$ cat src/sv/afrr_pkg.sv
`timescale 1ns / 1ps
// afrr_pkg: shared types, constants and the crc-8 step for the frame receiver ring
// no dependencies; used by every module of the block

package afrr_pkg;

  localparam int MAX_PAYLOAD = 32;
  localparam int RING_SLOTS  = 4;

  localparam int SLOT_W    = $clog2(RING_SLOTS);
  localparam int PIDX_W    = (MAX_PAYLOAD > 1) ? $clog2(MAX_PAYLOAD) : 1;
  localparam int PAY_DEPTH = RING_SLOTS * MAX_PAYLOAD;
  localparam int PAY_AW    = $clog2(PAY_DEPTH);

  localparam logic [7:0] PREAMBLE_RESET = 8'h55;
  localparam logic [7:0] CRC_POLY_REFL  = 8'h8C;

  typedef logic [7:0]        byte_t;
  typedef logic [6:0]        len_t;
  typedef logic [SLOT_W-1:0] slot_t;
  typedef logic [PIDX_W-1:0] pidx_t;
  typedef logic [PAY_AW-1:0] pay_addr_t;

  typedef enum logic [0:0] {
    REG_OWN_ADDR = 1'b0,
    REG_PREAMBLE = 1'b1
  } reg_idx_t;

  typedef enum logic [2:0] {
    FR_IDLE  = 3'd0,
    FR_SRC   = 3'd1,
    FR_DST   = 3'd2,
    FR_LEN   = 3'd3,
    FR_DATA  = 3'd4,
    FR_CHECK = 3'd5
  } frame_phase_t;

  typedef enum logic [1:0] {
    PS_IDLE  = 2'd0,
    PS_EMPTY = 2'd1,
    PS_EMIT  = 2'd2
  } pop_state_t;

  typedef struct packed {
    logic  kind;
    byte_t line_byte;
  } in_word_t;

  typedef struct packed {
    logic  status;
    byte_t source;
    byte_t destination;
    len_t  length;
    byte_t payload_byte;
    logic  last;
  } out_word_t;

  typedef struct packed {
    byte_t source;
    byte_t destination;
    len_t  length;
  } hdr_t;

  typedef struct packed {
    logic frame_start;
    logic take_src;
    logic take_dst;
    logic take_len;
    logic take_data;
    logic commit;
    logic pop_begin;
    logic pop_next;
    logic pop_finish;
    logic emit_empty;
    logic emit_msg;
  } ctrl_cmd_t;

  typedef struct packed {
    logic is_preamble;
    logic len_too_big;
    logic len_zero;
    logic data_last;
    logic check_ok;
    logic ring_empty;
    logic pop_last;
  } dp_status_t;

  function automatic byte_t crc8_next(byte_t crc, byte_t b);
    byte_t c;
    c = crc ^ b;
    for (int i = 0; i < 8; i++) begin
      if (c[0]) begin
        c = (c >> 1) ^ CRC_POLY_REFL;
      end else begin
        c = c >> 1;
      end
    end
    return c;
  endfunction

endpackage

$ cat src/sv/afrr_ctrl.sv
`timescale 1ns / 1ps
// afrr_ctrl: deframer phase machine and pop sequencer
// depends on afrr_pkg; drives the datapath through ctrl_cmd_t

module afrr_ctrl (
  input  logic                  clk,
  input  logic                  rst,
  input  logic                  start,
  input  logic                  kind,
  input  afrr_pkg::dp_status_t  stat,
  output afrr_pkg::ctrl_cmd_t   cmd,
  output logic                  busy,
  output logic                  done
);

  afrr_pkg::frame_phase_t phase, phase_next;
  afrr_pkg::pop_state_t   pstate, pstate_next;
  logic line_acc;
  logic pop_acc;

  always_ff @(posedge clk) begin
    if (rst) begin
      phase  <= afrr_pkg::FR_IDLE;
      pstate <= afrr_pkg::PS_IDLE;
    end else begin
      phase  <= phase_next;
      pstate <= pstate_next;
    end
  end

  assign busy     = (pstate != afrr_pkg::PS_IDLE);
  assign line_acc = start && !busy && !kind;
  assign pop_acc  = start && !busy && kind;
  assign done     = cmd.emit_empty || cmd.emit_msg;

  always_comb begin
    cmd         = '0;
    phase_next  = phase;
    pstate_next = pstate;

    // deframer
    if (line_acc) begin
      unique case (phase)
        afrr_pkg::FR_IDLE: begin
          if (stat.is_preamble) begin
            cmd.frame_start = 1'b1;
            phase_next      = afrr_pkg::FR_SRC;
          end
        end
        afrr_pkg::FR_SRC: begin
          cmd.take_src = 1'b1;
          phase_next   = afrr_pkg::FR_DST;
        end
        afrr_pkg::FR_DST: begin
          cmd.take_dst = 1'b1;
          phase_next   = afrr_pkg::FR_LEN;
        end
        afrr_pkg::FR_LEN: begin
          if (stat.len_too_big) begin
            phase_next = afrr_pkg::FR_IDLE;
          end else begin
            cmd.take_len = 1'b1;
            phase_next   = stat.len_zero ? afrr_pkg::FR_CHECK : afrr_pkg::FR_DATA;
          end
        end
        afrr_pkg::FR_DATA: begin
          cmd.take_data = 1'b1;
          if (stat.data_last) begin
            phase_next = afrr_pkg::FR_CHECK;
          end
        end
        afrr_pkg::FR_CHECK: begin
          cmd.commit = stat.check_ok;
          phase_next = afrr_pkg::FR_IDLE;
        end
        default: begin
          phase_next = afrr_pkg::FR_IDLE;
        end
      endcase
    end

    // pop sequencer
    unique case (pstate)
      afrr_pkg::PS_IDLE: begin
        if (pop_acc) begin
          if (stat.ring_empty) begin
            pstate_next = afrr_pkg::PS_EMPTY;
          end else begin
            cmd.pop_begin = 1'b1;
            pstate_next   = afrr_pkg::PS_EMIT;
          end
        end
      end
      afrr_pkg::PS_EMPTY: begin
        cmd.emit_empty = 1'b1;
        pstate_next    = afrr_pkg::PS_IDLE;
      end
      afrr_pkg::PS_EMIT: begin
        cmd.emit_msg = 1'b1;
        if (stat.pop_last) begin
          cmd.pop_finish = 1'b1;
          pstate_next    = afrr_pkg::PS_IDLE;
        end else begin
          cmd.pop_next = 1'b1;
        end
      end
      default: begin
        pstate_next = afrr_pkg::PS_IDLE;
      end
    endcase
  end

endmodule

$ cat src/sv/afrr_dpath.sv
`timescale 1ns / 1ps
// afrr_dpath: config registers, crc accumulator, ring pointers, header store and payload memory
// depends on afrr_pkg; steered by afrr_ctrl

module afrr_dpath (
  input  logic                  clk,
  input  logic                  rst,
  input  afrr_pkg::in_word_t    request,
  input  logic                  cfg_we,
  input  afrr_pkg::reg_idx_t    cfg_index,
  input  afrr_pkg::byte_t       cfg_data,
  input  afrr_pkg::ctrl_cmd_t   cmd,
  output afrr_pkg::dp_status_t  stat,
  output afrr_pkg::out_word_t   result
);

  afrr_pkg::byte_t   own_addr;
  afrr_pkg::byte_t   preamble_byte;
  afrr_pkg::byte_t   crc_accum;
  afrr_pkg::len_t    bytes_left;
  afrr_pkg::pidx_t   fill_index;
  afrr_pkg::slot_t   write_slot;
  afrr_pkg::slot_t   read_slot;
  afrr_pkg::byte_t   frm_src;
  afrr_pkg::byte_t   frm_dst;
  afrr_pkg::len_t    frm_len;
  afrr_pkg::hdr_t    slot_headers [afrr_pkg::RING_SLOTS];
  afrr_pkg::byte_t   slot_payloads [afrr_pkg::PAY_DEPTH];
  afrr_pkg::hdr_t    hdr_q;
  afrr_pkg::pidx_t   pop_k;
  afrr_pkg::byte_t   mem_q;
  afrr_pkg::byte_t   b;
  afrr_pkg::slot_t   write_after;
  afrr_pkg::slot_t   read_after;
  afrr_pkg::pidx_t   rd_idx;
  afrr_pkg::pay_addr_t wr_addr;
  afrr_pkg::pay_addr_t rd_addr;

  assign b = request.line_byte;

  function automatic afrr_pkg::slot_t slot_after(afrr_pkg::slot_t s);
    return (s == afrr_pkg::slot_t'(afrr_pkg::RING_SLOTS - 1)) ? '0 : s + afrr_pkg::slot_t'(1);
  endfunction

  function automatic afrr_pkg::pay_addr_t pay_addr(afrr_pkg::slot_t s, afrr_pkg::pidx_t k);
    return afrr_pkg::pay_addr_t'(afrr_pkg::pay_addr_t'(s)
                                 * afrr_pkg::pay_addr_t'(afrr_pkg::MAX_PAYLOAD))
           + afrr_pkg::pay_addr_t'(k);
  endfunction

  assign write_after = slot_after(write_slot);
  assign read_after  = slot_after(read_slot);
  assign rd_idx      = cmd.pop_begin ? '0 : pop_k + afrr_pkg::pidx_t'(1);
  assign wr_addr     = pay_addr(write_slot, fill_index);
  assign rd_addr     = pay_addr(read_slot, rd_idx);

  // status
  assign stat.is_preamble = (b == preamble_byte);
  assign stat.len_too_big = (b > afrr_pkg::byte_t'(afrr_pkg::MAX_PAYLOAD));
  assign stat.len_zero    = (b == '0);
  assign stat.data_last   = (bytes_left == afrr_pkg::len_t'(1));
  assign stat.check_ok    = (b == crc_accum) && (frm_dst == own_addr);
  assign stat.ring_empty  = (read_slot == write_slot);
  assign stat.pop_last    = (hdr_q.length == '0)
                         || (hdr_q.length == afrr_pkg::len_t'(pop_k) + afrr_pkg::len_t'(1));

  // config and control registers
  always_ff @(posedge clk) begin
    if (rst) begin
      own_addr      <= '0;
      preamble_byte <= afrr_pkg::PREAMBLE_RESET;
      crc_accum     <= '0;
      bytes_left    <= '0;
      fill_index    <= '0;
      write_slot    <= '0;
      read_slot     <= '0;
      pop_k         <= '0;
    end else begin
      if (cfg_we) begin
        unique case (cfg_index)
          afrr_pkg::REG_OWN_ADDR: own_addr      <= cfg_data;
          afrr_pkg::REG_PREAMBLE: preamble_byte <= cfg_data;
          default: ;
        endcase
      end
      if (cmd.frame_start) begin
        crc_accum  <= afrr_pkg::crc8_next('0, b);
        fill_index <= '0;
        bytes_left <= '0;
        // ring full: drop the oldest message
        if (write_after == read_slot) begin
          read_slot <= read_after;
        end
      end
      if (cmd.take_src || cmd.take_dst || cmd.take_len || cmd.take_data) begin
        crc_accum <= afrr_pkg::crc8_next(crc_accum, b);
      end
      if (cmd.take_len) begin
        bytes_left <= afrr_pkg::len_t'(b);
        fill_index <= '0;
      end
      if (cmd.take_data) begin
        fill_index <= fill_index + afrr_pkg::pidx_t'(1);
        bytes_left <= bytes_left - afrr_pkg::len_t'(1);
      end
      if (cmd.commit) begin
        write_slot <= write_after;
      end
      if (cmd.pop_begin) begin
        pop_k <= '0;
      end else if (cmd.pop_next) begin
        pop_k <= pop_k + afrr_pkg::pidx_t'(1);
      end
      if (cmd.pop_finish) begin
        read_slot <= read_after;
      end
    end
  end

  // frame header fields and header store
  always_ff @(posedge clk) begin
    if (cmd.take_src) begin
      frm_src <= b;
    end
    if (cmd.take_dst) begin
      frm_dst <= b;
    end
    if (cmd.take_len) begin
      frm_len <= afrr_pkg::len_t'(b);
    end
    if (cmd.commit) begin
      slot_headers[write_slot] <= '{source: frm_src, destination: frm_dst, length: frm_len};
    end
    if (cmd.pop_begin) begin
      hdr_q <= slot_headers[read_slot];
    end
  end

  // payload memory
  always_ff @(posedge clk) begin
    if (cmd.take_data) begin
      slot_payloads[wr_addr] <= b;
    end
    mem_q <= slot_payloads[rd_addr];
  end

  always_comb begin
    result = '0;
    if (cmd.emit_empty) begin
      result.status = 1'b1;
      result.last   = 1'b1;
    end else if (cmd.emit_msg) begin
      result.source       = hdr_q.source;
      result.destination  = hdr_q.destination;
      result.length       = hdr_q.length;
      result.payload_byte = (hdr_q.length == '0) ? '0 : mem_q;
      result.last         = stat.pop_last;
    end
  end

endmodule

$ cat src/sv/addressed_frame_receiver_ring_core.sv
`timescale 1ns / 1ps
// addressed_frame_receiver_ring_core: top level of the addressed frame receiver with message ring
// depends on afrr_pkg, afrr_ctrl and afrr_dpath
//
//   channel   ports                         handshake
//   input     request (kind, line_byte)     taken when start and not busy
//   result    result (status .. last)       done strobe, high with each word
//   config    cfg_we, cfg_index, cfg_data   written when cfg_we is high
//
// a line byte leaves busy low and gives no result
// a pop on an empty ring gives one status word; otherwise it first fetches the header
//   and starts the first payload read, then emits max(n, 1) words for an n-byte message,
//   one word per cycle, paced by the single read port of the payload memory
// reset is synchronous; the ring stores have no clearing pass
// results cannot be stalled: each word is shown for exactly one cycle

module addressed_frame_receiver_ring_core (
  input  logic                 clk,
  input  logic                 rst,
  input  logic                 start,
  output logic                 busy,
  input  afrr_pkg::in_word_t   request,
  output logic                 done,
  output afrr_pkg::out_word_t  result,
  input  logic                 cfg_we,
  input  afrr_pkg::reg_idx_t   cfg_index,
  input  afrr_pkg::byte_t      cfg_data
);

  afrr_pkg::ctrl_cmd_t  cmd;
  afrr_pkg::dp_status_t stat;

  afrr_ctrl u_ctrl (
    .clk   (clk),
    .rst   (rst),
    .start (start),
    .kind  (request.kind),
    .stat  (stat),
    .cmd   (cmd),
    .busy  (busy),
    .done  (done)
  );

  afrr_dpath u_dpath (
    .clk       (clk),
    .rst       (rst),
    .request   (request),
    .cfg_we    (cfg_we),
    .cfg_index (cfg_index),
    .cfg_data  (cfg_data),
    .cmd       (cmd),
    .stat      (stat),
    .result    (result)
  );

endmodule

$ cat config.mk
export PLATFORM = sky130hd
export DESIGN_NAME = addressed_frame_receiver_ring_core
export DESIGN_NICKNAME = d
export VERILOG_FILES = /design/src/sv/afrr_pkg.sv /design/src/sv/afrr_ctrl.sv /design/src/sv/afrr_dpath.sv /design/src/sv/addressed_frame_receiver_ring_core.sv
export SDC_FILE = /design/constraint.sdc
export NUM_CORES = 2
export LEC_CHECK = 0
export BUFFER_PORTS_ARGS = -buffer_cell sky130_fd_sc_hd__buf_2
export CORE_ASPECT_RATIO = 1.75
export CORE_UTILIZATION = 55
export CTS_CLUSTER_DIAMETER = 150
export DETAILED_ROUTE_END_ITERATION = 6
export HOLD_SLACK_MARGIN = 0.02
export PLACE_DENSITY = 0.68
export SLEW_MARGIN = 20
export SYNTH_ARGS = -nofsm -noshare
export SYNTH_HDL_FRONTEND = slang
export SYNTH_SLANG_ARGS = --single-unit
$ cat constraint.sdc
create_clock -name clk -period 6 [get_ports clk]
set_clock_uncertainty 0.15 [all_clocks]
set_input_delay 0.3 -clock clk [delete_from_list [all_inputs] [get_ports clk]]
set_output_delay 0.3 -clock clk [all_outputs]
set_load 0.01 [all_outputs]
==> flow_summary.toml <==
[layout]
nNetsFinal = 3068
area_growth_pct = 10.38
design_area_um2 = 54180
drive_above_1_share_pct = 15.34
final_cells = 4286

[route]
via_per_inst = 6.513
via_count = 27920
first_pass_iters = 7
ant_nets = 0
drt_iter0_drc = 3126
drc = 7
wirelength_mm = 129.0
detail_route.wl_per_cell_um = 30.09

[cts]
clock_path_buffers = 3
ctsRootBufferMaster = "clkbuf_16"
worst_skew_pair.late_latency_ns = 0.70
cts_setup_buffers = 0
htree_levels = 3
cts_sinks = 1220
cts_made_buffers = 101
cts_tree = "done"
clkTransAtPathRegs_ns = 0.07

[grt]
grt_pass1_wl_mm = 187.6
grt_use_total_pct = 28.58
first_global_vias = 28500
antenna_found_initial = 0
grt.overflow.total = 0
grt_max_degree = 163

[synthesis]
syn_inst = 3007
async_flop_share_pct = 0
synth_cell_type_count = 77
yosysTopAreaCell = "edfxtp_1"
syn-num-nets = 3041
synth_top_area_share_pct = 71.09
seq_area_frac_synth_pct = 73.45
synth-main-ff-cell = "edfxtp_1"
yosys_warnings = 0
ys_seq_elements = 1220
synth_area_leaders = "edfxtp_1 71%, mux4_2 6.1%, dfxtp_1 2.4%"
netlist_area_um2 = 49080
synth-edff-count = 1162
avgSynthCellArea_um2 = 16.32

[power_and_ir_drop]
ir_drop_uv = 299.6
power_frac_seq_pct = 56.5
pwr-share-clk_pct = 41.9
power_density_nw_per_um2 = 304.0
pwr-share-comb_pct = 1.6
leakage_nw = 16.63
p_total_w = 0.01647
power_switching_w = 0.003243
p_int_w = 0.01323
swShare_pct = 19.69

[floorplan]
dieArea_um2 = 90490
die_height_um = 397.2
start_util_pct = 55.60
die_x_um = 227.8
io-pin-count = 57
core-area_um2 = 88280
num_rows = 144

[sta]
setup_viol_count_final = 0
tightestPinTransition_ns = 1.203
fin_tns_setup_ns = 0
finalCritPeriodShare_pct = 77.61
rsz0062_at_grt = "no"
hold_viol_final = 0
fmax_ghz = 0.2147
slew_violations = 0
fin_crit_ns = 4.657
max-slew-margin-rel_pct = 17.70

[place]
io_buffer_count = 56
dp.cells = 4075
dp_hpwl_mm = 80.22
gp_congestion = 0.9506
place_area_um2 = 50490

[setup_path]
critPathRequiredTime_ns = 6.39
cpPeakStageDelay_ns = 1.03
path_max_fanout = 147
crit_slowest_cell = "a2111oi_0"
cp.arrival_ns = 5.05
critPathKind = "flop to flop"
endpoint_kind = "flop"
crit_chain = "buf_4, buf_12, nor2b_1, o21ai_1, a31oi_1, o21ai_1, o2111a_1, a2111oi_0, nand4_1"
startpoint_type = "flop"
crit_path_frequent_cell = "o21ai_1"

[outcome]
status = "finished with violations"
violations = "DRC"

[min_path]
min_path_type = "primary input to flop"

[job]
drv_cap = 0
## final timing paths
path	start	to	slack [ns]	cells after the start
worst max-delay path	u_dpath.pop_k[0]	u_dpath.mem_q[6]	1.34	9
worst min-delay path	request[5]	u_dpath.frm_dst[5]	0.06	1
worst max register to register	u_dpath.pop_k[0]	u_dpath.mem_q[6]	1.34	9
worst min register to register	u_dpath.bytes_left[5]	u_dpath.bytes_left[5]	0.33	2
## cell type report
cell class / count / area (um2)
timing repair buffer: 134 / 983.4
clock inverter: 65 / 749.5
fill: 6449 / 34110
tap: 1168 / 1461
inverter: 14 / 55.05
clock buffer: 121 / 2696
sequential: 1220 / 36060
antenna: 1 / 2.502
multi-input combinational: 1563 / 12170
## sequential cells by signal, indices dropped and copies added, names as in the netlist, 3 cells and up
signal and flops:
u_dpath.preamble_byte 8, u_dpath.hdr_q 23, u_dpath.frm_dst 8, u_dpath.own_addr 8, u_dpath.frm_len 7, u_dpath.crc_accum 8, u_dpath.bytes_left 7, u_dpath.pop_k 5
u_dpath.slot_headers 92, u_ctrl.phase 3, u_dpath.mem_q 8, u_dpath.slot_payloads 1024, u_dpath.fill_index 5, u_dpath.frm_src 8
## worst max-delay path: cells and delay by family, from the launching register on
family / cells / cell delay, ns
and+or+nand+nor: 2 / 0.38
buffers and inverters: 2 / 1.28
AOI/OAI and AO/OA: 5 / 1.84
DFF: 1 / 0.52
## logic make-up after synthesis
group                    after synthesis  synth area share [%]
AO/OA/AOI/OAI                        517                 7.573
XOR/XNOR                              78                 1.435
adder cells (fa/ha/maj)               12                0.3059
buffers and inverters                224                 1.917
flip-flops                          1220                 73.45
multiplexers                         245                 8.516
AND/OR/NAND/NOR                      711                 6.798
## power groups by stage
stage / clock, W / sequential [W] / combinational, W
finish: 0.00690 / 0.00931 / 0.000265
global route: 0.00724 / 0.00930 / 0.000279
CTS: 0.00694 / 0.00931 / 0.000264
detailed placement: 0 / 0.00949 / 0.000253
global placement: 0 / 0.00949 / 0.000243
floorplan: 0 / 0.00949 / 0.0000748
## metrics by stage
stage | util [%] | hold slack (ns) | setup WS [ns]
6_report | 61.37 | 0.05515 | 1.343
3_5_place_dp | 57.19 | 0.3118 | 1.630
4_1_cts | 61.37 | 0.03149 | 1.610
2_1_floorplan | - | 0.2489 | 2.841
3_3_place_gp | 57.18 | 0.3130 | 1.629
5_1_grt | 61.37 | 0.05053 | 1.365
## synth_stat cells (all sizes together) (26+ instances only)
library cell,n
edfxtp,1162
a21oi,63
nor3,87
dfxtp,58
o21ai,109
and2,38
nor2,273
clkbuf,123
mux2i,61
xor2,31
nand3,51
mux4,133
nor2b,27
o22a,30
o22ai,26
buf,87
mux2,51
a31oi,32
o211ai,32
xnor2,46
nand2,134
## cells in the final DEF (no fill, tap or decap), drive strengths merged, types with 22 or more instances in the layout
master       Yosys  layout
edfxtp        1162    1162
nor2           273     273
nand2          134     134
mux4           133     133
clkbuf         123     121
buf             87     110
o21ai          109     109
nor3            87      87
a21oi           63      63
mux2i           61      61
dfxtp           58      58
mux2            51      51
nand3           51      51
xnor2           46      46
and2            38      38
clkinv           1      35
a31oi           32      32
o211ai          32      32
xor2            31      31
o22a            30      30
nor2b           27      27
o22ai           26      26
dlygate4sd3      0      24
or3             22      22
## routing by layer
| metal | track usage, % | vias to the layer above | wire (um) | share of wire, % |
|---|---|---|---|---|
| li1 | - | 11960 | - | - |
| met3 | 4.480 | 376 | 8788 | 6.8 |
| met1 | 31.92 | 14210 | 43780 | 34 |
| met5 | 0 | - | 0 | 0 |
| met4 | 18.35 | 0 | 8905 | 6.9 |
| met2 | 50.87 | 1372 | 67500 | 52 |
## repair_timing
item	CTS	global route
hold buffers	24	0
endpoints found under the hold margin	72	0
resized for setup	0	0
No activity file was read; power rests on OpenSTA's default activity.
